<file path="src/rtl/rtdc_pkg.sv">
// Shared widths, constants and payload types of the RTD code to temperature converter.
// No dependencies; every other file except the assertion header imports this package.
`default_nettype none

package rtdc_pkg;

    // Field widths
    localparam int BYTE_W    = 8;
    localparam int CODE_W    = 15;
    localparam int REF_W     = 10;
    localparam int TEMP_W    = 16;
    localparam int CFG_IDX_W = 2;
    localparam int CFG_W     = REF_W;

    // Configuration register indexes and reset values
    localparam logic [CFG_IDX_W-1:0] CFG_FAHRENHEIT = 2'd0;
    localparam logic [CFG_IDX_W-1:0] CFG_REFERENCE  = 2'd1;
    localparam logic [REF_W-1:0]     REF_RESET      = 10'd385;

    // Default number of fraction bits of the temperature output
    localparam int DEF_TEMP_FRAC_BITS = 4;

    // Resistance and root-argument arithmetic
    localparam int PROD_W     = CODE_W + REF_W;     // code * reference ohms
    localparam int Z3_W       = 23;
    localparam int SCALED_W   = PROD_W + Z3_W;      // Z3 term
    localparam int Y_W        = 47;                 // clamped root argument
    localparam int RAD_SHIFT  = 16;
    localparam int V_W        = 64;                 // radicand, even width
    localparam logic [Z3_W-1:0]     Z3_SCALED  = 23'd4620000;
    localparam logic [SCALED_W-1:0] Z2_SHIFTED = SCALED_W'(64'd1758480889 * 64'd65536);

    // Square root
    localparam int ROOT_W               = V_W / 2;
    localparam int REM_W                = ROOT_W + 1;
    localparam int SQRT_STEPS_PER_STAGE = 2;
    localparam int SQRT_STAGES          = ROOT_W / SQRT_STEPS_PER_STAGE;

    // Final scaling: numerator offset and denominator 231 * 2^15
    localparam int MAG_W     = ROOT_W;
    localparam int DEN_SHIFT = 15;
    localparam int DEN_ODD   = 231;
    localparam logic [ROOT_W-1:0] Z1_SHIFTED = 32'd2561343488;
    localparam logic [23:0]       HALF_DEN   = 24'(DEN_ODD << (DEN_SHIFT - 1));

    // Pipeline depth per section
    localparam int FRONT_STAGES = 3;
    localparam int SCALE_STAGES = 6;
    localparam int PIPE_DEPTH   = FRONT_STAGES + SQRT_STAGES + SCALE_STAGES;

    // Front end to square root
    typedef struct packed {
        logic           fault;
        logic [V_W-1:0] radicand;
    } root_arg_t;

    // Square root to scaling
    typedef struct packed {
        logic              fault;
        logic [ROOT_W-1:0] root;
    } root_t;

    // Final result
    typedef struct packed {
        logic [TEMP_W-1:0] temperature_value;
        logic              fault_flag;
    } temp_result_t;

endpackage

`default_nettype wire

</file>
<file path="src/rtl/rtdc_front.sv">
// Front end: code assembly, resistance product, root argument and clamp (three stages).
// Depends on rtdc_pkg.
`default_nettype none

module rtdc_front
    import rtdc_pkg::*;
(
    input  wire logic              clk,
    input  wire logic              rst_n,
    input  wire logic [REF_W-1:0]  reference_ohms,
    input  wire logic              in_valid,
    output logic                   in_ready,
    input  wire logic [BYTE_W-1:0] rtd_high_byte,
    input  wire logic [BYTE_W-1:0] rtd_low_byte,
    output logic                   out_valid,
    input  wire logic              out_ready,
    output root_arg_t              out_data
);

    logic [FRONT_STAGES-1:0] valid_reg;
    logic [FRONT_STAGES-1:0] adv;

    logic [FRONT_STAGES-1:0] fault_reg;
    logic [PROD_W-1:0]       prod_reg;
    logic [SCALED_W-1:0]     scaled_reg;
    logic [V_W-1:0]          radicand_reg;

    logic [CODE_W-1:0]       code;
    logic [PROD_W-1:0]       prod_next;
    logic [SCALED_W-1:0]     scaled_next;
    logic [Y_W-1:0]          y_next;
    logic [V_W-1:0]          radicand_next;

    // Advance a stage when it is empty or the one below moves
    always_comb
    begin
        adv[FRONT_STAGES-1] = !valid_reg[FRONT_STAGES-1] || out_ready;
        for (int i = FRONT_STAGES - 2; i >= 0; i--)
        begin
            adv[i] = !valid_reg[i] || adv[i+1];
        end
    end

    assign in_ready  = adv[0];
    assign out_valid = valid_reg[FRONT_STAGES-1];

    // Stage datapath
    always_comb
    begin
        code          = {rtd_high_byte, rtd_low_byte[BYTE_W-1:1]};
        prod_next     = PROD_W'(code) * PROD_W'(reference_ohms);
        scaled_next   = SCALED_W'(prod_reg) * SCALED_W'(Z3_SCALED);
        // Clamp a negative root argument to zero
        if (scaled_reg > Z2_SHIFTED)
        begin
            y_next = '0;
        end
        else
        begin
            y_next = Y_W'(Z2_SHIFTED - scaled_reg);
        end
        radicand_next = V_W'({y_next, {RAD_SHIFT{1'b0}}});
    end

    // Valid bits
    always_ff @(posedge clk or negedge rst_n)
    begin
        if (!rst_n)
        begin
            valid_reg <= '0;
        end
        else
        begin
            if (adv[0])
            begin
                valid_reg[0] <= in_valid;
            end
            for (int i = 1; i < FRONT_STAGES; i++)
            begin
                if (adv[i])
                begin
                    valid_reg[i] <= valid_reg[i-1];
                end
            end
        end
    end

    // Payload registers
    always_ff @(posedge clk)
    begin
        if (adv[0])
        begin
            fault_reg[0] <= rtd_low_byte[0];
            prod_reg     <= prod_next;
        end
        if (adv[1])
        begin
            fault_reg[1] <= fault_reg[0];
            scaled_reg   <= scaled_next;
        end
        if (adv[2])
        begin
            fault_reg[2] <= fault_reg[1];
            radicand_reg <= radicand_next;
        end
    end

    assign out_data.fault    = fault_reg[FRONT_STAGES-1];
    assign out_data.radicand = radicand_reg;

endmodule

`default_nettype wire

</file>
<file path="config.mk">
export PLATFORM = sky130hd
export DESIGN_NAME = rtdc_front
export DESIGN_NICKNAME = d
export VERILOG_FILES = /design/src/rtl/rtdc_pkg.sv /design/src/rtl/rtdc_front.sv
export SDC_FILE = /design/constraint.sdc
export NUM_CORES = 1
export LEC_CHECK = 0
export CORE_ASPECT_RATIO = 1.25
export CORE_MARGIN = 5
export CORE_UTILIZATION = 35
export CTS_CLUSTER_DIAMETER = 150
export DETAILED_ROUTE_END_ITERATION = 10
export DONT_BUFFER_PORTS = 1
export HOLD_SLACK_MARGIN = 0.1
export MAX_ROUTING_LAYER = met4
export PLACE_DENSITY = 0.58
export REMOVE_ABC_BUFFERS = 1
export SYNTH_ARGS = -nofsm -noshare
export SYNTH_HDL_FRONTEND = slang
export SYNTH_SLANG_ARGS = --single-unit
</file>
<file path="constraint.sdc">
create_clock -name clk -period 7.7 [get_ports clk]
set_input_delay 1.54 -clock clk [delete_from_list [all_inputs] [get_ports clk]]
set_output_delay 1.54 -clock clk [all_outputs]
set_load 0.01 [all_outputs]
</file>
### Word-level counts from Yosys, hierarchy flattened

Cells that the tools add are included.

| cells by class | value |
|---|---|
| $add $sub $neg | 1 |
| multiply operators | 2 |
| order comparisons | 1 |
| reductions and logical operators | 6 |

Operators with widths:

| operator | count |
|---|---|
| 48-bit by 47-bit > comparator with 1-bit output (second input constant) | 1 |
| 47-bit subtractor (first input constant) | 1 |
| 25-bit by 18-bit multiplier with 43-bit output (second input constant) | 1 |
| 15-bit by 10-bit multiplier with 25-bit output | 1 |
| 1-bit logical NOT | 3 |
| 1-bit logical OR | 3 |

| word-level totals | value |
|---|---|
| register bits after elaboration | 121 |
| input port bits | 30 |
| word-level logic and storage cells | 19 |

### Depth between registers and ports, before layout

| logic depth | value |
|---|---|
| depth in word-level cells | 4 |
| depth in mapped cells | 22 |
| gate-level depth less buffers | 21 |

### Worst setup path before layout

Ideal clock, no wire load.

| timing | value |
|---|---|
| kind | in2reg |
| from | input port rtd_low_byte[3] |
| to | register prod_reg[23], data pin |
| setup time | 0.258 ns |
| arrival | 6.524 ns |
| required time | 7.442 ns |
| path slack | 0.919 ns |
| cell stages on the path | 19 |
| buffers on the path | 2 |
| cell sequence | clkbuf_1 and2_1 fa_1 fa_1 fa_1 fa_1 inv_1 fa_1 inv_1 ha_1 clkbuf_1 a21o_1 a221oi_1 a21boi_2 nor2_1 a221o_1 a211o_1 a21oi_1 xnor2_1 |

| between the ends | value |
|---|---|
| word-level cells in the longest chain between the ends | 1 |

RTL lines:

| element | line | text |
|---|---|---|
| start, declared | rtdc_front.sv:14 | `input wire logic [BYTE_W-1:0] rtd_low_byte,` |
| 15-bit by 10-bit multiplier with 25-bit output | rtdc_front.sv:51 | `prod_next = PROD_W'(code) * PROD_W'(reference_ohms);` |
| via prod_next[23] | rtdc_front.sv:29 | `logic [PROD_W-1:0] prod_next;` |
| end signal, assigned | rtdc_front.sv:94 | `prod_reg <= prod_next;` |
| end, declared | rtdc_front.sv:24 | `logic [PROD_W-1:0] prod_reg;` |

The timed path passes the listed nets, and every way through them passes these cells.
A chain may end at the register's enable or synchronous reset.

### Final worst setup path

| timing | value |
|---|---|
| from | register prod_reg[8] |
| to | register scaled_reg[45], data pin |

| between the ends | value |
|---|---|
| word-level cells in the longest chain between the ends | 1 |

RTL lines:

| element | line | text |
|---|---|---|
| 25-bit by 18-bit multiplier with 43-bit output | rtdc_front.sv:52 | `scaled_next = SCALED_W'(prod_reg) * SCALED_W'(Z3_SCALED);` |
| via scaled_next[45] | rtdc_front.sv:30 | `logic [SCALED_W-1:0] scaled_next;` |
| end signal, assigned | rtdc_front.sv:99 | `scaled_reg <= scaled_next;` |
| end, declared | rtdc_front.sv:25 | `logic [SCALED_W-1:0] scaled_reg;` |

The timed path passes the listed nets, and every way through them passes these cells.

==> out/metrics.yaml <==
cts:
  numCtsBuffers: 17
  postCtsHoldBufs: 0
  cts_tree: "built"
  cts_resized: 0
  post_cts.repair.setup_buffers: 0
  root_buffer: "clkbuf_16"
  cts_sinks: 116
  htreeDepth: 4
  cts_max_path_buffers: 2
  clock_latency_ps: 430
  cts.clk_slew.worst_paths_ps: 60
synth:
  synth_area_sq_um: 18500
  synth_cell_type_count: 70
  synth-edff-count: 113
  yosys_warnings: 0
  ys_seq_elements: 116
  synth_seq_area_share_pct: 18.7
  async_flop_share_pct: 2.59
  synthCells: 1859
  avgSynthCellArea_sq_um: 9.96
  ys.flop_type: "edfxtp_1"
final_layout:
  layout_common_cells: "inv_1 (475), fa_1 (301), ha_1 (228), nand2_1 (123), edfxtp_1 (113)"
  multiInputGateArea_sq_um: 13000
  antennaDiodeCount: 0
  syn_to_final_growth_pct: 6.37
  drive_gt1_share_pct: 3.03
  largest_register_ffs: 43
  fillers: 5248
  final_common_cell: "inv_1"
  nNetsFinal: 2395
  regArea_sq_um: 3470
floorplanning:
  io_pins: 97
  die_h_um: 267
  dieWidth_um: 216
  core_area_sq_um: 52500
  core.rowCount: 94
  start_util_pct: 35.3
  die_area_sq_um: 57600
sta:
  maxSlewViolCount: 0
  slew_headroom_pct: 32.4
  fin_crit_sh_pct: 88.1
  fmax_ghz: 0.147
  finalHoldViolCount: 0
  rsz0062_at_grt: "false"
  skew_ps: 15.4
  fin_crit_ps: 6790
  setup_viol: 0
  worst_pin_slew_ps: 989
  finalSetupTns_ps: 0
placement:
  place_hpwl_um: 34300
  port_buffers: 0
  gp_congestion: 0.933
routing:
  wire_per_inst_um: 15.8
  drt_wl_total_um: 39900
  vias_per_cell: 4.69
  drt_pass1_iterations: 5
  drtIter0Drc: 506
  vias: 11800
  ant_nets: 0
  drcViolationCount: 0
setup_path:
  crit_fanout: 7
  crit_path_end_kind: "flip-flop"
  critical_path_required_ps: 7840
  cp.arrival_ps: 6930
  critPathKind: "reg -> reg"
  start_kind: "flip-flop"
hold_path:
  hold_class: "reg -> reg"
grt:
  grt_max_degree: 46
  globalRouteTotalUtil_pct: 14.6
  grt_pass1_wl_um: 66000
  antenna_found_initial: 0
  overflow: 0
  grt_pass1_vias: 12900
status:
  status: "finished, final reports clean"
run:
  cap_violations: 0
## cells in the mapped netlist, types with 6 or more instances
| cell | number | area share [%] |
|---|---|---|
| o21a_1 | 11 | 0.45 |
| buf_4 | 23 | 0.93 |
| nand2b_1 | 12 | 0.41 |
| nor3_1 | 15 | 0.41 |
| a211oi_1 | 10 | 0.41 |
| a31oi_1 | 7 | 0.24 |
| and2_1 | 69 | 2.3 |
| a21oi_1 | 57 | 1.5 |
| edfxtp_1 | 113 | 18 |
| nor2b_1 | 12 | 0.41 |
| o21bai_1 | 7 | 0.28 |
| or2_2 | 9 | 0.30 |
| o21ai_0 | 39 | 1.1 |
| inv_1 | 475 | 9.6 |
| nand3_1 | 13 | 0.35 |
| xor2_1 | 35 | 1.7 |
| a21o_1 | 29 | 1.2 |
| o31ai_1 | 6 | 0.24 |
| nand4_1 | 9 | 0.30 |
| nor4_1 | 7 | 0.24 |
| clkbuf_1 | 39 | 0.79 |
| nor2_1 | 77 | 1.6 |
| and3_1 | 7 | 0.24 |
| ha_1 | 228 | 15 |
| xnor2_1 | 48 | 2.3 |
| fa_1 | 301 | 33 |
| nand2_1 | 123 | 2.5 |
## worst max-delay path, stage by stage, from the launching register on
cell and delay [ps]:
edfxtp_1 490, inv_1 200, fa_1 510, fa_1 520, fa_1 520, inv_1 50
fa_1 460, fa_1 550, inv_1 60, fa_1 530, inv_1 40, ha_1 390
nand4_1 210, o211ai_1 240, nor2_1 80, a2111oi_1 660, o21bai_1 210, a211oi_1 440
o21a_1 190, o311ai_0 140
## cell families after synthesis
family,Yosys count,share of synthesized area (%)
flip-flops,116,18.7
AO/OA/AOI/OAI,209,7.56
adder cells (fa/ha/maj),529,48.0
XOR/XNOR,83,3.93
multiplexers,1,0.0608
buffers and inverters,540,11.5
other,1,0.0203
AND/OR/NAND/NOR,380,10.2
## cell type report
| type | count | area share (%) |
|---|---|---|
| clock inverters | 15 | 0.725 |
| well taps | 672 | 4.27 |
| inverters | 475 | 9.06 |
| flip-flops and latches | 116 | 17.6 |
| repair buffers | 2 | 0.0763 |
| clock buffers | 17 | 2.16 |
| multi-input cells | 1224 | 66.1 |
## per-layer routing
layer | vias to the layer above | track usage, % | wire, um
li1 | 5742 | - | -
met3 | 66 | 2.40 | 1280
met1 | 5809 | 17.4 | 17000
met2 | 218 | 25.4 | 20400
met5 | - | - | 0
met4 | 0 | 5.02 | 1260
## through the flow
stage	worst slack (ps)	cell area, sq um	std cells	util, %	hold WS (ps)
after floorplan	1170	18200	1815	-	400
after global placement	758	19100	2489	36.4	405
after detailed placement	694	19100	2489	36.4	409
after CTS	829	19700	2521	37.5	423
after global routing	540	19700	2521	37.5	427
final	913	19700	2521	37.5	420
## worst paths after layout
path	from	end	slack (ps)	cells past startpoint
worst min-delay path	fault_reg[0]	fault_reg[1]	420	0
min in group asynchronous	rst_n	valid_reg[2]	800	0
worst max register to register	prod_reg[8]	scaled_reg[45]	910	19
max in group asynchronous	rst_n	valid_reg[1]	6820	0
worst min register to register	fault_reg[0]	fault_reg[1]	420	0
worst max-delay path	prod_reg[8]	scaled_reg[45]	910	19
Power is left out: the tool's default activity adds up to more than one toggle a clock period on the data nets, which glitch-free logic cannot reach.
