<file path="config.mk">
export PLATFORM = sky130hd
export DESIGN_NAME = rtdc_sqrt
export DESIGN_NICKNAME = d
export VERILOG_FILES = /design/src/rtl/rtdc_pkg.sv /design/src/rtl/rtdc_sqrt.sv
export SDC_FILE = /design/constraint.sdc
export NUM_CORES = 2
export LEC_CHECK = 0
export ABC_AREA = 0
export BUFFER_PORTS_ARGS = -buffer_cell sky130_fd_sc_hd__buf_2
export CORE_MARGIN = 10
export CORE_UTILIZATION = 40
export CTS_CLUSTER_DIAMETER = 50
export DETAILED_ROUTE_END_ITERATION = 10
export GPL_ROUTABILITY_DRIVEN = 1
export MAX_ROUTING_LAYER = met4
export PLACE_DENSITY = 0.55
export SYNTH_ARGS = -nofsm -noshare
export SYNTH_HDL_FRONTEND = slang
export SYNTH_SLANG_ARGS = --single-unit
</file>
<file path="constraint.sdc">
create_clock -name clk -period 8.1 [get_ports clk]
set_input_delay 0.405 -clock clk [delete_from_list [all_inputs] [get_ports clk]]
set_output_delay 0.405 -clock clk [all_outputs]
set_load 0.03 [all_outputs]
</file>
<file path="src/rtl/rtdc_pkg.sv">
// Shared widths, constants and payload types of the RTD code to temperature converter.
// No dependencies; every other file except the assertion header imports this package.
`default_nettype none

package rtdc_pkg;

    // Field widths
    localparam int BYTE_W    = 8;
    localparam int CODE_W    = 15;
    localparam int REF_W     = 10;
    localparam int TEMP_W    = 16;
    localparam int CFG_IDX_W = 2;
    localparam int CFG_W     = REF_W;

    // Configuration register indexes and reset values
    localparam logic [CFG_IDX_W-1:0] CFG_FAHRENHEIT = 2'd0;
    localparam logic [CFG_IDX_W-1:0] CFG_REFERENCE  = 2'd1;
    localparam logic [REF_W-1:0]     REF_RESET      = 10'd385;

    // Default number of fraction bits of the temperature output
    localparam int DEF_TEMP_FRAC_BITS = 4;

    // Resistance and root-argument arithmetic
    localparam int PROD_W     = CODE_W + REF_W;     // code * reference ohms
    localparam int Z3_W       = 23;
    localparam int SCALED_W   = PROD_W + Z3_W;      // Z3 term
    localparam int Y_W        = 47;                 // clamped root argument
    localparam int RAD_SHIFT  = 16;
    localparam int V_W        = 64;                 // radicand, even width
    localparam logic [Z3_W-1:0]     Z3_SCALED  = 23'd4620000;
    localparam logic [SCALED_W-1:0] Z2_SHIFTED = SCALED_W'(64'd1758480889 * 64'd65536);

    // Square root
    localparam int ROOT_W               = V_W / 2;
    localparam int REM_W                = ROOT_W + 1;
    localparam int SQRT_STEPS_PER_STAGE = 2;
    localparam int SQRT_STAGES          = ROOT_W / SQRT_STEPS_PER_STAGE;

    // Final scaling: numerator offset and denominator 231 * 2^15
    localparam int MAG_W     = ROOT_W;
    localparam int DEN_SHIFT = 15;
    localparam int DEN_ODD   = 231;
    localparam logic [ROOT_W-1:0] Z1_SHIFTED = 32'd2561343488;
    localparam logic [23:0]       HALF_DEN   = 24'(DEN_ODD << (DEN_SHIFT - 1));

    // Pipeline depth per section
    localparam int FRONT_STAGES = 3;
    localparam int SCALE_STAGES = 6;
    localparam int PIPE_DEPTH   = FRONT_STAGES + SQRT_STAGES + SCALE_STAGES;

    // Front end to square root
    typedef struct packed {
        logic           fault;
        logic [V_W-1:0] radicand;
    } root_arg_t;

    // Square root to scaling
    typedef struct packed {
        logic              fault;
        logic [ROOT_W-1:0] root;
    } root_t;

    // Final result
    typedef struct packed {
        logic [TEMP_W-1:0] temperature_value;
        logic              fault_flag;
    } temp_result_t;

endpackage

`default_nettype wire

</file>
<file path="src/rtl/rtdc_sqrt.sv">
// Pipelined restoring integer square root, two root bits per stage.
// Depends on rtdc_pkg.
`default_nettype none

module rtdc_sqrt
    import rtdc_pkg::*;
(
    input  wire logic      clk,
    input  wire logic      rst_n,
    input  wire logic      in_valid,
    output logic           in_ready,
    input  wire root_arg_t in_data,
    output logic           out_valid,
    input  wire logic      out_ready,
    output root_t          out_data
);

    typedef struct packed {
        logic [REM_W-1:0]  rem;
        logic [ROOT_W-1:0] root;
        logic [V_W-1:0]    rad;
    } sqrt_state_t;

    // Take the next radicand bit pairs, one root bit each
    function automatic sqrt_state_t sqrt_stage(input sqrt_state_t s);
        sqrt_state_t      st;
        logic [REM_W+1:0] work;
        logic [REM_W+1:0] trial;
        st = s;
        for (int k = 0; k < SQRT_STEPS_PER_STAGE; k++)
        begin
            work  = {st.rem, st.rad[V_W-1 -: 2]};
            trial = (REM_W + 2)'({st.root, 2'b01});
            if (work >= trial)
            begin
                st.rem  = REM_W'(work - trial);
                st.root = {st.root[ROOT_W-2:0], 1'b1};
            end
            else
            begin
                st.rem  = REM_W'(work);
                st.root = {st.root[ROOT_W-2:0], 1'b0};
            end
            st.rad = {st.rad[V_W-3:0], 2'b00};
        end
        return st;
    endfunction

    logic [SQRT_STAGES-1:0] valid_reg;
    logic [SQRT_STAGES-1:0] adv;
    logic [SQRT_STAGES-1:0] fault_reg;
    sqrt_state_t            state_reg [SQRT_STAGES];
    sqrt_state_t            stage_in  [SQRT_STAGES];
    sqrt_state_t            stage_out [SQRT_STAGES];

    // Advance a stage when it is empty or the one below moves
    always_comb
    begin
        adv[SQRT_STAGES-1] = !valid_reg[SQRT_STAGES-1] || out_ready;
        for (int i = SQRT_STAGES - 2; i >= 0; i--)
        begin
            adv[i] = !valid_reg[i] || adv[i+1];
        end
    end

    assign in_ready  = adv[0];
    assign out_valid = valid_reg[SQRT_STAGES-1];

    // Per-stage step logic
    assign stage_in[0] = '{rem: '0, root: '0, rad: in_data.radicand};
    genvar g;
    generate
        for (g = 1; g < SQRT_STAGES; g++)
        begin : g_link
            assign stage_in[g] = state_reg[g-1];
        end
        for (g = 0; g < SQRT_STAGES; g++)
        begin : g_step
            assign stage_out[g] = sqrt_stage(stage_in[g]);
        end
    endgenerate

    // Valid bits
    always_ff @(posedge clk or negedge rst_n)
    begin
        if (!rst_n)
        begin
            valid_reg <= '0;
        end
        else
        begin
            if (adv[0])
            begin
                valid_reg[0] <= in_valid;
            end
            for (int i = 1; i < SQRT_STAGES; i++)
            begin
                if (adv[i])
                begin
                    valid_reg[i] <= valid_reg[i-1];
                end
            end
        end
    end

    // Payload registers
    always_ff @(posedge clk)
    begin
        if (adv[0])
        begin
            fault_reg[0] <= in_data.fault;
            state_reg[0] <= stage_out[0];
        end
        for (int i = 1; i < SQRT_STAGES; i++)
        begin
            if (adv[i])
            begin
                fault_reg[i] <= fault_reg[i-1];
                state_reg[i] <= stage_out[i];
            end
        end
    end

    assign out_data.fault = fault_reg[SQRT_STAGES-1];
    assign out_data.root  = state_reg[SQRT_STAGES-1].root;

endmodule

`default_nettype wire

</file>
Word level (Yosys, flattened, before mapping)
Memory sizes are Yosys's and may differ from the RTL's.
Index checks and enable logic that the tools add are counted.
{"block": "word_totals", "reg_bits": 32, "latch_bits": 0, "ramBits": 2000, "romBits": 0, "inputBits": 69, "out_inout_bits": 35, "word_cells": 193, "memories": 1}
{"memory": "state_reg", "words": 16, "width": 125, "read_ports": 16, "rd_ports_with_merged_regs": 0, "wr": 16, "line": "rtdc_sqrt.sv:52", "rtl": "sqrt_state_t state_reg [SQRT_STAGES];"}
{"block": "op_classes", "n_addsub": 32, "mul": 0, "n_div": 0, "order_cmp": 32, "eq_ne": 0, "shift": 0, "n_mux": 64, "bitwise_logic": 0, "reduce_logical": 32}
{"cell": "$mux W65", "count": 32}
{"cell": "$ge A35 B34 Y1", "count": 31}
{"cell": "$sub A33 B33 Y33", "count": 31}
{"cell": "$mux W1", "count": 32}
{"cell": "$logic_not A1 Y1", "count": 16}
{"cell": "$logic_or A1 B1 Y1", "count": 16}
{"cell": "$sub A2 B1 Y3 const B", "count": 1}
{"cell": "$ge A2 B1 Y1 const B", "count": 1}

Logic depth before layout (Yosys ltp)
{"block": "logic_depth", "word_depth": 19, "mapped_depth": 31, "ltp_nobuf": 26}

Worst setup path after synthesis
No wires, ideal clock.
{"block": "synth_path", "kind": "register -> register", "start": "register valid_reg[15]", "end": "register fault_reg[0] (enable)", "setup_ps": 1206, "arrival_ps": 8002, "required_time_ps": 6894, "setup_slack_ps": -1108, "path_stages_with_launch": 10, "n_path_buf": 0, "period_less_slack_ps": 9208, "path_cell_list": "dfrtp_1 nor2b_1 and3_1 and3_1 inv_1 nor2_1 and3_1 nand3_1 nor2_1 nand4_1"}
{"block": "synth_via", "elab_chain_cells": 17}
{"item": "start, declared", "line": "rtdc_sqrt.sv:49", "rtl": "logic [SQRT_STAGES-1:0] valid_reg;"}
{"item": "start signal, assigned by index", "line": "rtdc_sqrt.sv:100", "rtl": "valid_reg[i] <= valid_reg[i-1];"}
{"item": "$logic_not A1 Y1", "line": "rtdc_sqrt.sv:59", "rtl": "adv[SQRT_STAGES-1] = !valid_reg[SQRT_STAGES-1] || out_ready;"}
{"item": "$logic_or A1 B1 Y1", "line": "rtdc_sqrt.sv:59"}
{"item": "$logic_or A1 B1 Y1 (4 in a row)", "line": "rtdc_sqrt.sv:62", "rtl": "adv[i] = !valid_reg[i] || adv[i+1];"}
{"item": "via adv[11]", "line": "rtdc_sqrt.sv:50", "rtl": "logic [SQRT_STAGES-1:0] adv;"}
{"item": "$logic_or A1 B1 Y1 (7 in a row)", "line": "rtdc_sqrt.sv:62"}
{"item": "via adv[4]", "line": "rtdc_sqrt.sv:50"}
{"item": "$logic_or A1 B1 Y1 (4 in a row)", "line": "rtdc_sqrt.sv:62"}
{"item": "via in_ready", "line": "rtdc_sqrt.sv:11", "rtl": "output logic in_ready,"}
{"item": "end signal, assigned", "line": "rtdc_sqrt.sv:111", "rtl": "fault_reg[0] <= in_data.fault;"}
{"item": "end signal, assigned by index", "line": "rtdc_sqrt.sv:118", "rtl": "fault_reg[i] <= fault_reg[i-1];"}
{"item": "end, declared", "line": "rtdc_sqrt.sv:51", "rtl": "logic [SQRT_STAGES-1:0] fault_reg;"}
The timed path passes the listed nets, and every way through them passes these cells.
A chain may end at the register's enable or synchronous reset.

==> out/results.ini <==
[drt]
via_per_inst=5.61
wire_per_inst_um=20.6
first_pass_iters=6
drc=0
drtIter0Drc=5172
drt_wl_total_um=228000
via_count=62200
ant_nets=0

[critical_path]
worst-path-stages=29
worst_path_max_delay_cell=a211oi_1
required_ns=8.67
critPathLaunchType=register
crit_top_cell=buf_4
critPathMaxFanout=30
critPathKind=reg2reg
worst-path-buf-inv=6
ff2ff_path_depth=29
critPathMaxStageDelay_ns=0.72
critPathTopFamily=compound AO/OA/AOI/OAI gates
worstPathArrival_ns=8.02
crit_path_end_kind=register

[clocking]
cts_tree=built
cts.clk_slew.worst_paths_ns=0.06
root_buffer=clkbuf_16
clk_latency_ns=0.85
clock_sinks=1257
postCtsSetupRepairBufs=0
cts_buffers=177
clock_path_buffers=3
cts.htree.levels=4

[timing]
max_freq_ghz=0.134
hold_violations=0
fin_tns_setup_ns=0
finalSetupViolCount=0
rsz0062_at_grt=no
worst_slew_pin_slew_ns=1.24
layout_worst_path_cycle_share_pct=92.0
maxSlewHeadroom_pct=16.8
min_period_ns=7.45
clock_skew_ns=0.0610
drv_slew=0

[grt]
grt_pass1_vias=60000
antenna_found_initial=4
grt_pass1_wl_um=353000
grt_usage_pct=20.4
grt_max_degree=74
overflow=0

[place]
dpl.cell_count=10700
postPlaceCellArea_um2=84900
finalWeightedCongestion=0.952
port_buffers=103
dpl.hpwl_um=180000

[synth]
synthFlopType=edfxtp_1
ys_warn_count=0
synth_top_cell_by_area=edfxtp_1
yosysMostFrequentCell=edfxtp_1
netlist_area_um2=81000
yosysTopAreaCellShare_pct=46.0
synth_edf_count=1241
async_flop_share_pct=1.27
yosys_register_bits=1257
synth_area_per_cell_um2=10.1
synth_commonest_cells=edfxtp_1 (1,241), nand2_1 (743), a21oi_1 (597)
synth_cell_types=116
synthCells=8014
ys_seq_area_share_pct=46.5
synth_area_leaders=edfxtp_1 (46%), ha_1 (8.6%), xnor2_1 (4.9%), a21oi_1 (3.7%), nand2_1 (3.4%)

[status]
outcome=finished, final reports clean

[final_layout]
finish.utilization_pct=45.4
n_fill_cell=19000
area_growth_pct=13.0
layout.nets=8878
drive_above_1_share_pct=8.43
final_cells=11100
largest_reg_flops=1225
fin_area_um2=91600

[floorplanning]
fp.dieW_um=470
die_area_um2=221000
ios=104
core_um2=202000
die_y_um=470
num_rows=165
start_util_pct=40.1

[power]
power.total_w=0.0272
powerDensity_nw_per_um2=297
p_leak_nw=37.5
ir_worst_vdd_mv=0.209

[hold_path]
hold_path.class=in2async

[job]
cap_violations=0

[layer usage]
metal	GRT usage (%)	routed length, um
met4	6.93	7750
met5	-	0
met1	26.9	103000
met2	32.8	107000
met3	2.31	10900
[final cells by class]
| cell class | instances | area (um^2) | share of cell area, % |
|---|---|---|---|
| clock inverters | 139 | 1460 | 1.59 |
| diodes | 3 | 7.51 | 0.00820 |
| well taps | 2672 | 3340 | 3.65 |
| repair buffers | 263 | 1920 | 2.10 |
| clock buffers | 195 | 4500 | 4.91 |
| multi-input cells | 6080 | 40900 | 44.7 |
| inverters | 473 | 1780 | 1.95 |
| flip-flops and latches | 1257 | 37700 | 41.1 |
[kinds of logic after synthesis]
logic type,after synthesis,share of synthesized area [%]
buffers and inverters,679,3.20
AO/OA/AOI/OAI,2057,16.2
XOR/XNOR,754,8.15
other,1,0.00463
AND/OR/NAND/NOR,2612,16.0
flip-flops,1257,46.5
adder cells (fa/ha/maj),557,8.60
multiplexers,97,1.31
[path summary, 6_finish.rpt]
path,start,end,slack (ns)
worst min register to register,state_reg[0][412],state_reg[0][541],0.41
max in group asynchronous,rst_n,valid_reg[15],7.55
worst min-delay path,rst_n,valid_reg[0],0.13
min in group clk,out_ready,valid_reg[15],0.14
worst max register to register,state_reg[1][685],state_reg[1][854],0.65
worst max-delay path,state_reg[1][685],state_reg[1][854],0.65
[report_power, final]
group	switching, W	internal (W)
combinational	0.00572	0.00366
clock	0.00319	0.00446
sequential	0.00125	0.00896
total	0.0102	0.0171
[worst reg2reg max path, delay by kind of cell, from the launching register on]
kind / cells / cell delay, ns
simple gates: 9 / 1.73
compound gates: 12 / 3.01
fa+ha+maj: 2 / 0.78
buf+inv: 6 / 1.10
flops: 1 / 0.54
[stage by stage]
stage / worst slack, ns / hold slack (ns)
floorplan: 0.687 / 0.109
global placement: 0.884 / 0.400
detailed placement: 0.686 / 0.405
CTS: 0.669 / 0.0752
global route: 0.233 / 0.156
finish: 0.649 / 0.127
[cell usage in the layout (no fill, tap or decap), types with 177 or more instances in the layout]
cell,netlist,final
a21o_1,268,268
nor3_1,218,217
clkbuf_16,0,177
xnor2_1,456,456
inv_1,461,455
edfxtp_1,1241,1241
a21oi_1,597,597
o21ai_0,485,485
nand3_1,186,183
ha_1,557,557
xor2_1,298,298
nor2_1,595,591
nand2_1,743,737
[what timing repair did]
action	CTS	global route
endpoints found under the setup margin	0	2
hold buffers	68	0
endpoints found under the hold margin	83	0
gates resized for setup	0	1
(Power assumes the default switching activity.)
