File: src/rtl/rtdc_pkg.sv
// Shared widths, constants and payload types of the RTD code to temperature converter.
// No dependencies; every other file except the assertion header imports this package.
`default_nettype none

package rtdc_pkg;

    // Field widths
    localparam int BYTE_W    = 8;
    localparam int CODE_W    = 15;
    localparam int REF_W     = 10;
    localparam int TEMP_W    = 16;
    localparam int CFG_IDX_W = 2;
    localparam int CFG_W     = REF_W;

    // Configuration register indexes and reset values
    localparam logic [CFG_IDX_W-1:0] CFG_FAHRENHEIT = 2'd0;
    localparam logic [CFG_IDX_W-1:0] CFG_REFERENCE  = 2'd1;
    localparam logic [REF_W-1:0]     REF_RESET      = 10'd385;

    // Default number of fraction bits of the temperature output
    localparam int DEF_TEMP_FRAC_BITS = 4;

    // Resistance and root-argument arithmetic
    localparam int PROD_W     = CODE_W + REF_W;     // code * reference ohms
    localparam int Z3_W       = 23;
    localparam int SCALED_W   = PROD_W + Z3_W;      // Z3 term
    localparam int Y_W        = 47;                 // clamped root argument
    localparam int RAD_SHIFT  = 16;
    localparam int V_W        = 64;                 // radicand, even width
    localparam logic [Z3_W-1:0]     Z3_SCALED  = 23'd4620000;
    localparam logic [SCALED_W-1:0] Z2_SHIFTED = SCALED_W'(64'd1758480889 * 64'd65536);

    // Square root
    localparam int ROOT_W               = V_W / 2;
    localparam int REM_W                = ROOT_W + 1;
    localparam int SQRT_STEPS_PER_STAGE = 2;
    localparam int SQRT_STAGES          = ROOT_W / SQRT_STEPS_PER_STAGE;

    // Final scaling: numerator offset and denominator 231 * 2^15
    localparam int MAG_W     = ROOT_W;
    localparam int DEN_SHIFT = 15;
    localparam int DEN_ODD   = 231;
    localparam logic [ROOT_W-1:0] Z1_SHIFTED = 32'd2561343488;
    localparam logic [23:0]       HALF_DEN   = 24'(DEN_ODD << (DEN_SHIFT - 1));

    // Pipeline depth per section
    localparam int FRONT_STAGES = 3;
    localparam int SCALE_STAGES = 6;
    localparam int PIPE_DEPTH   = FRONT_STAGES + SQRT_STAGES + SCALE_STAGES;

    // Front end to square root
    typedef struct packed {
        logic           fault;
        logic [V_W-1:0] radicand;
    } root_arg_t;

    // Square root to scaling
    typedef struct packed {
        logic              fault;
        logic [ROOT_W-1:0] root;
    } root_t;

    // Final result
    typedef struct packed {
        logic [TEMP_W-1:0] temperature_value;
        logic              fault_flag;
    } temp_result_t;

endpackage

`default_nettype wire

File: src/rtl/rtdc_scale.sv
// Scaling back end: numerator, rounded division by the constant denominator,
// Fahrenheit offset and saturation (six stages). Depends on rtdc_pkg.
`default_nettype none

module rtdc_scale
    import rtdc_pkg::*;
#(
    parameter int TEMP_FRAC_BITS = DEF_TEMP_FRAC_BITS
)
(
    input  wire logic  clk,
    input  wire logic  rst_n,
    input  wire logic  fahrenheit_mode,
    input  wire logic  in_valid,
    output logic       in_ready,
    input  wire root_t in_data,
    output logic       out_valid,
    input  wire logic  out_ready,
    output temp_result_t out_data
);

    // Widths that follow from the number of fraction bits
    localparam int K_W    = 5 + TEMP_FRAC_BITS;
    localparam int PK_W   = MAG_W + K_W;
    localparam int M_W    = PK_W + 1;
    localparam int X_W    = M_W - DEN_SHIFT;
    localparam int RSHIFT = X_W + 8;
    localparam int R_W    = RSHIFT - 7;
    localparam int Q_W    = X_W - 7;
    localparam int E_W    = X_W + R_W;
    localparam int SW     = Q_W + 2;

    localparam logic [K_W-1:0] K_CELSIUS    = K_W'(10 << TEMP_FRAC_BITS);
    localparam logic [K_W-1:0] K_FAHRENHEIT = K_W'(18 << TEMP_FRAC_BITS);
    localparam logic [63:0]    RECIP_FULL   = (64'd1 << RSHIFT) / 64'(DEN_ODD);
    localparam logic [R_W-1:0] RECIP        = RECIP_FULL[R_W-1:0];
    localparam logic [X_W-1:0] DEN_ODD_X    = X_W'(DEN_ODD);

    localparam logic signed [SW-1:0] FAHR_OFFSET = SW'(32 << TEMP_FRAC_BITS);
    localparam logic signed [SW-1:0] TEMP_HI     = SW'((2 ** (TEMP_W - 1)) - 1);
    localparam logic signed [SW-1:0] TEMP_LO     = SW'(-(2 ** (TEMP_W - 1)));

    logic [SCALE_STAGES-1:0] valid_reg;
    logic [SCALE_STAGES-1:0] adv;
    logic [SCALE_STAGES-2:0] fault_reg;
    logic [SCALE_STAGES-2:0] neg_reg;

    logic [MAG_W-1:0]   mag_reg;
    logic [PK_W-1:0]    pk_reg;
    logic [X_W-1:0]     x2_reg;
    logic [X_W-1:0]     x3_reg;
    logic [Q_W-1:0]     est_reg;
    logic [Q_W-1:0]     qmag_reg;
    temp_result_t       result_reg;

    logic [ROOT_W:0]    n_next;
    logic [MAG_W-1:0]   mag_next;
    logic [K_W-1:0]     k_sel;
    logic [PK_W-1:0]    pk_next;
    logic [M_W-1:0]     m_sum;
    logic [E_W-1:0]     est_full;
    logic [X_W-1:0]     prod_odd;
    logic [X_W-1:0]     rem_odd;
    logic [Q_W-1:0]     qmag_next;
    logic signed [SW-1:0] q_signed;
    logic signed [SW-1:0] q_sum;
    temp_result_t       result_next;

    // Advance a stage when it is empty or the one below moves
    always_comb
    begin
        adv[SCALE_STAGES-1] = !valid_reg[SCALE_STAGES-1] || out_ready;
        for (int i = SCALE_STAGES - 2; i >= 0; i--)
        begin
            adv[i] = !valid_reg[i] || adv[i+1];
        end
    end

    assign in_ready  = adv[0];
    assign out_valid = valid_reg[SCALE_STAGES-1];

    // Stage datapath
    always_comb
    begin
        // Numerator sign and magnitude
        n_next   = {1'b0, Z1_SHIFTED} - {1'b0, in_data.root};
        mag_next = n_next[ROOT_W] ? MAG_W'(~n_next + 1'b1) : MAG_W'(n_next);

        // Scale by 10 or 18 times 2^frac
        k_sel   = fahrenheit_mode ? K_FAHRENHEIT : K_CELSIUS;
        pk_next = PK_W'(mag_reg) * PK_W'(k_sel);

        // Round half up on the magnitude, drop the power-of-two part of the divisor
        m_sum = M_W'(pk_reg) + M_W'(HALF_DEN);

        // Reciprocal estimate of x / 231, low by at most one
        est_full = E_W'(x2_reg) * E_W'(RECIP);

        // Correct the estimate
        prod_odd  = X_W'(est_reg) * DEN_ODD_X;
        rem_odd   = x3_reg - prod_odd;
        qmag_next = (rem_odd >= DEN_ODD_X) ? Q_W'(est_reg + 1'b1) : est_reg;

        // Restore sign, add the Fahrenheit offset, saturate
        q_signed = neg_reg[4] ? -$signed(SW'(qmag_reg)) : $signed(SW'(qmag_reg));
        q_sum    = q_signed + (fahrenheit_mode ? FAHR_OFFSET : SW'(0));
        result_next.fault_flag = fault_reg[4];
        if (fault_reg[4])
        begin
            result_next.temperature_value = '0;
        end
        else if (q_sum > TEMP_HI)
        begin
            result_next.temperature_value = TEMP_HI[TEMP_W-1:0];
        end
        else if (q_sum < TEMP_LO)
        begin
            result_next.temperature_value = TEMP_LO[TEMP_W-1:0];
        end
        else
        begin
            result_next.temperature_value = q_sum[TEMP_W-1:0];
        end
    end

    // Valid bits
    always_ff @(posedge clk or negedge rst_n)
    begin
        if (!rst_n)
        begin
            valid_reg <= '0;
        end
        else
        begin
            if (adv[0])
            begin
                valid_reg[0] <= in_valid;
            end
            for (int i = 1; i < SCALE_STAGES; i++)
            begin
                if (adv[i])
                begin
                    valid_reg[i] <= valid_reg[i-1];
                end
            end
        end
    end

    // Payload registers
    always_ff @(posedge clk)
    begin
        if (adv[0])
        begin
            fault_reg[0] <= in_data.fault;
            neg_reg[0]   <= n_next[ROOT_W];
            mag_reg      <= mag_next;
        end
        if (adv[1])
        begin
            fault_reg[1] <= fault_reg[0];
            neg_reg[1]   <= neg_reg[0];
            pk_reg       <= pk_next;
        end
        if (adv[2])
        begin
            fault_reg[2] <= fault_reg[1];
            neg_reg[2]   <= neg_reg[1];
            x2_reg       <= m_sum[M_W-1:DEN_SHIFT];
        end
        if (adv[3])
        begin
            fault_reg[3] <= fault_reg[2];
            neg_reg[3]   <= neg_reg[2];
            x3_reg       <= x2_reg;
            est_reg      <= est_full[RSHIFT +: Q_W];
        end
        if (adv[4])
        begin
            fault_reg[4] <= fault_reg[3];
            neg_reg[4]   <= neg_reg[3];
            qmag_reg     <= qmag_next;
        end
        if (adv[5])
        begin
            result_reg <= result_next;
        end
    end

    assign out_data = result_reg;

endmodule

`default_nettype wire

File: config.mk
export PLATFORM = sky130hd
export DESIGN_NAME = rtdc_scale
export DESIGN_NICKNAME = d
export VERILOG_FILES = /design/src/rtl/rtdc_pkg.sv /design/src/rtl/rtdc_scale.sv
export SDC_FILE = /design/constraint.sdc
export NUM_CORES = 1
export LEC_CHECK = 0
export BUFFER_PORTS_ARGS = -buffer_cell sky130_fd_sc_hd__clkbuf_2
export CAP_MARGIN = 25
export CORE_MARGIN = 3
export CORE_UTILIZATION = 53
export DETAILED_ROUTE_END_ITERATION = 12
export HOLD_SLACK_MARGIN = 0.15
export PLACE_DENSITY = 0.72
export SLEW_MARGIN = 20
export SYNTH_ARGS = -nofsm -noshare
export SYNTH_HDL_FRONTEND = slang
export SYNTH_SLANG_ARGS = --single-unit
File: constraint.sdc
create_clock -name clk -period 6.8 [get_ports clk]
set_input_delay 1.36 -clock clk [delete_from_list [all_inputs] [get_ports clk]]
set_output_delay 1.36 -clock clk [all_outputs]
set_load 0.05 [all_outputs]
**Word level (Yosys, flattened, before mapping)**

Cells that the tools add are included.

- Add/subtract/negate cells: 7
- Multiply operators: 3
- Divide/modulo/power cells: 0
- Order comparisons: 3
- Equality and inequality tests: 0
- Shifts and indexed selects: 0
- Muxes and demuxes: 7
- Bitwise gates (word level): 1
- Reductions and logical operators: 13

Operator list:

| kind | number |
|---|---|
| multiplier 27 x 23 -> 50 bit, second input constant | 1 |
| adder 41 x 22 -> 42 bit, second input constant | 1 |
| multiplier 32 x 9 -> 41 bit | 1 |
| subtractor 32 x 32 -> 33 bit, first input constant | 1 |
| adder 32 x 1 -> 32 bit, second input constant | 1 |
| two-way mux 32 bit | 1 |
| inverter 32 bit | 1 |
| greater-or-equal comparator 27 x 8 -> 1 bit, second input constant | 1 |
| multiplier 20 x 8 -> 27 bit, second input constant | 1 |
| subtractor 27 bit | 1 |
| adder 22 x 11 -> 22 bit | 1 |
| > comparator 22 x 16 -> 1 bit, second input constant | 1 |
| less-than comparator 22 x 16 -> 1 bit, second input constant | 1 |
| two-way mux 22 bit | 1 |
| negator 20 -> 22 bit | 1 |
| adder 20 x 1 -> 20 bit, second input constant | 1 |
| two-way mux 20 bit | 1 |
| two-way mux 16 bit | 1 |
| two-way mux 15 bit | 1 |
| two-way mux 10 bit | 1 |
| two-way mux 9 bit | 1 |
| logical NOT 1 bit | 6 |
| logical OR 1 bit | 6 |
| OR reduction 2 bit | 1 |

- Register bits after elaboration: 200
- Latch bits: 0
- Bits in writable memories: 0
- ROM bits: 0
- Input port bits: 38
- Output and inout port bits: 19
- Word-level logic and storage cells: 59
- Memories: 0

**Longest topological paths before layout**

- Depth in word-level cells: 7
- Depth in mapped cells: 24
- Mapped depth without buffers: 24

**Worst setup path before layout**

No wires, ideal clock.

- Path kind: register to register
- From: reg x2_reg[12]
- To: reg est_reg[19], data pin
- Setup time: 0.258 ns
- Data arrival time: 6.566 ns
- Data required time: 6.542 ns
- Slack: -0.024 ns
- Stages on the path, launching flop included: 25
- Path buffers: 0
- Clock period less this slack: 6.824 ns
- Cell sequence: edfxtp_1 ha_1 fa_1 inv_1 fa_1 inv_1 fa_1 inv_1 fa_1 inv_1 fa_1 inv_1 fa_1 inv_1 ha_1 nand4_1 nor3_1 nand3_1 o41ai_1 nor3_1 o41ai_1 a21o_1 a221o_1 a21oi_1 xnor2_1

- Word-level cells in the longest chain between the ends: 1

Ends and longest elaborated chain:

| element | line | source |
|---|---|---|
| from (decl) | rtdc_scale.sv:50 | `logic [X_W-1:0] x2_reg;` |
| from (signal assigned) | rtdc_scale.sv:168 | `x2_reg <= m_sum[M_W-1:DEN_SHIFT];` |
| multiplier 27 x 23 -> 50 bit | rtdc_scale.sv:97 | `est_full = E_W'(x2_reg) * E_W'(RECIP);` |
| net est_full[54] | rtdc_scale.sv:61 | `logic [E_W-1:0] est_full;` |
| to (signal assigned) | rtdc_scale.sv:175 | `est_reg <= est_full[RSHIFT +: Q_W];` |
| to (decl) | rtdc_scale.sv:52 | `logic [Q_W-1:0] est_reg;` |

The timed path passes the listed nets, and every way through them passes these cells.
A chain may end at the register's enable or synchronous reset.

**Worst setup path after layout**

- From: reg x2_reg[10]
- To: reg est_reg[19], data pin

Same word-level chain as after synthesis.

==> results.yml <==
synth:
  syn_area_um2: 27200
  synthCells: 2704
  synth.distinct_cells: 77
  synth_seq_cells: 186
  avgSynthCellArea_um2: 10.0
  ys_warn_count: 0
  async_flop_share: 0.0323
  seq_area_frac_synth: 0.205
  synth_edf_count: 180
  synth_flop_cell: "edfxtp_1"
timing:
  finalHoldViolCount: 0
  fin_crit_sh: 1.01
  timing.final.ws_setup_ns: -0.0653
  fmax_mhz: 146
  fin_skew_ns: 0.0231
  relSlewSlack: 0.393
  setup_violations: 4
  slew_viol_final: 0
  rsz0062_at_grt: "yes"
  tightest_slew_ns: 0.910
  fin_crit_ns: 6.87
status:
  status: "finished, violations left"
  violations: "negative setup slack"
worst_setup_path:
  cp-start-kind: "flip-flop"
  worstPathArrival_ns: 7.10
  cp_max_fo: 3
  critPathKind: "reg2reg"
  setup.worst_path.end_class: "flip-flop"
  cp.required_ns: 7.04
global_routing:
  grt_pass1_vias: 19800
  grt_max_degree: 51
  gr-total-overflow: 0
  grt_pass1_wl_mm: 97.5
  grt_use_total: 0.229
  grt_antenna_before_repair: 0
die:
  die_w_um: 232
  coreArea_um2: 50400
  std_cell_rows: 82
  ios: 57
  start_util: 0.539
  dieHeight_um: 232
  fp.dieArea_um2: 54000
clock_tree:
  hold_buffers: 0
  clk_latency_ns: 0.50
  clkSinkCount: 186
  clk_pin_slew_worst_paths_ns: 0.07
  htreeDepth: 4
  clk_path_buf_depth: 2
  cts_tree: "built"
  cts_buffers: 17
  root_buffer: "clkbuf_16"
routing:
  firstDrtPassIters: 7
  wire_per_inst_um: 16.9
  via_per_inst: 5.32
  ant_nets: 0
  drt_iter0_markers: 697
  drc: 0
  vias: 19000
  wl_mm: 60.3
finish:
  finalNetCount: 3703
  largest_reg_flops: 32
  synthToLayoutAreaGrowth_pct: 11.2
  layout-drive-gt1-share: 0.111
place:
  dp_hpwl_mm: 51.5
  place_congestion: 0.924
  portBuffers: 56
  dpl_worst_slack_ns: -0.212
run:
  cap_violations: 0
min_path:
  worstHoldPathType: "reg2reg"
[cells in the final DEF, fill, tap and decap left out, drive strengths merged, types with 14 or more instances in the layout]
| master | instances |
|---|---|
| a21oi | 78 |
| clkbuf | 74 |
| ha | 442 |
| mux2i | 26 |
| edfxtp | 180 |
| nor3 | 37 |
| o21ai | 80 |
| xor2 | 52 |
| a21o | 45 |
| fa | 340 |
| conb | 21 |
| nand3 | 42 |
| nand4 | 24 |
| nor2 | 99 |
| xnor2 | 125 |
| nand2 | 110 |
| buf | 133 |
| nand2b | 14 |
| inv | 699 |
| and3 | 19 |
| nor2b | 16 |
| o21a | 20 |
[through the flow]
stage | setup TNS, ns | cells | cell area, µm² | util | hold WS, ns
after floorplan | 0 | 2723 | 27200 | - | 0.400
after global placement | -0.346 | 3502 | 28900 | 0.574 | 0.405
after detailed placement | -0.937 | 3503 | 28900 | 0.574 | 0.406
after CTS | -0.0400 | 3538 | 29600 | 0.587 | 0.424
after global routing | -1.54 | 3568 | 30200 | 0.599 | 0.440
final | -0.179 | 3569 | 30200 | 0.599 | 0.422
[Yosys cell counts, types with 16 or more instances]
cell type  count  area, µm²
and3_1        19        119
nand3_1       42        210
mux2i_1       26        260
nor2b_1       16        100
o21a_1        20        150
fa_1         340       6810
xnor2_1      125       1090
edfxtp_1     180       5410
xor2_1        52        455
nand4_1       24        150
ha_1         442       5530
nor3_1        37        185
a21o_1        45        338
nor2_1        99        372
inv_1        691       2590
o21ai_0       67        335
nand2_1      110        413
a21oi_1       78        390
clkbuf_1      39        146
[worst max-delay path, stage by stage (launching register included)]
cell and delay [ns]:
edfxtp_1 0.41, buf_4 0.17, ha_1 0.33, fa_1 0.57
fa_1 0.46, fa_1 0.57, fa_1 0.45, fa_1 0.51
inv_1 0.06, fa_1 0.53, inv_1 0.07, ha_4 0.27
nand4_1 0.16, nor3_2 0.25, nand3_2 0.14, o41ai_4 0.40
buf_4 0.18, nor3_4 0.04, o41ai_2 0.34, buf_4 0.18
a21o_1 0.15, a221o_1 0.19, a21oi_2 0.06, xnor2_1 0.12
[metal layers]
metal / global-route usage / vias to the layer above / share of wire
met5: 0 / - / 0
met4: 0.113 / 0 / 0.046
met3: 0.0278 / 142 / 0.028
met2: 0.403 / 340 / 0.51
met1: 0.278 / 9316 / 0.42
li1: - / 9185 / -
[cells by family after synthesis]
| family | count (synthesis) | share of synthesized area |
|---|---|---|
| flip-flops | 186 | 0.205 |
| buffers and inverters | 740 | 0.103 |
| AND/OR/NAND/NOR | 427 | 0.0777 |
| AO/OA/AOI/OAI | 354 | 0.0898 |
| multiplexers | 36 | 0.0137 |
| other | 2 | 0.000276 |
| XOR/XNOR | 177 | 0.0571 |
| adder cells (fa/ha/maj) | 782 | 0.454 |
[area by class of cell]
class / instances / area, µm²
tap: 672 / 841
timing repair buffer: 189 / 1320
clock inverter: 14 / 151
clock buffer: 18 / 439
multi-input combinational: 1797 / 19300
antenna: 1 / 2.50
fill: 4172 / 20200
inverter: 692 / 2600
sequential: 186 / 5560
[path summary, 6_finish.rpt]
check	slack [ns]	cells past startpoint	startpoint	to
setup / recovery	-0.07	23	x2_reg[10]	est_reg[19]
hold / removal	0.42	0	fault_reg[3]	fault_reg[4]
setup reg to reg	-0.07	23	x2_reg[10]	est_reg[19]
hold reg to reg	0.42	0	fault_reg[3]	fault_reg[4]
max in group asynchronous	5.92	1	rst_n	valid_reg[4]
min in group asynchronous	0.71	1	rst_n	valid_reg[2]
[timing repair]
item	CTS	global route
gates resized for setup	4	67
setup buffers	3	30
endpoints found under the setup margin	9	21
pin swaps	3	46
Power is left out: the tool's default activity adds up to more than one toggle a clock period on the data nets, which glitch-free logic cannot reach.
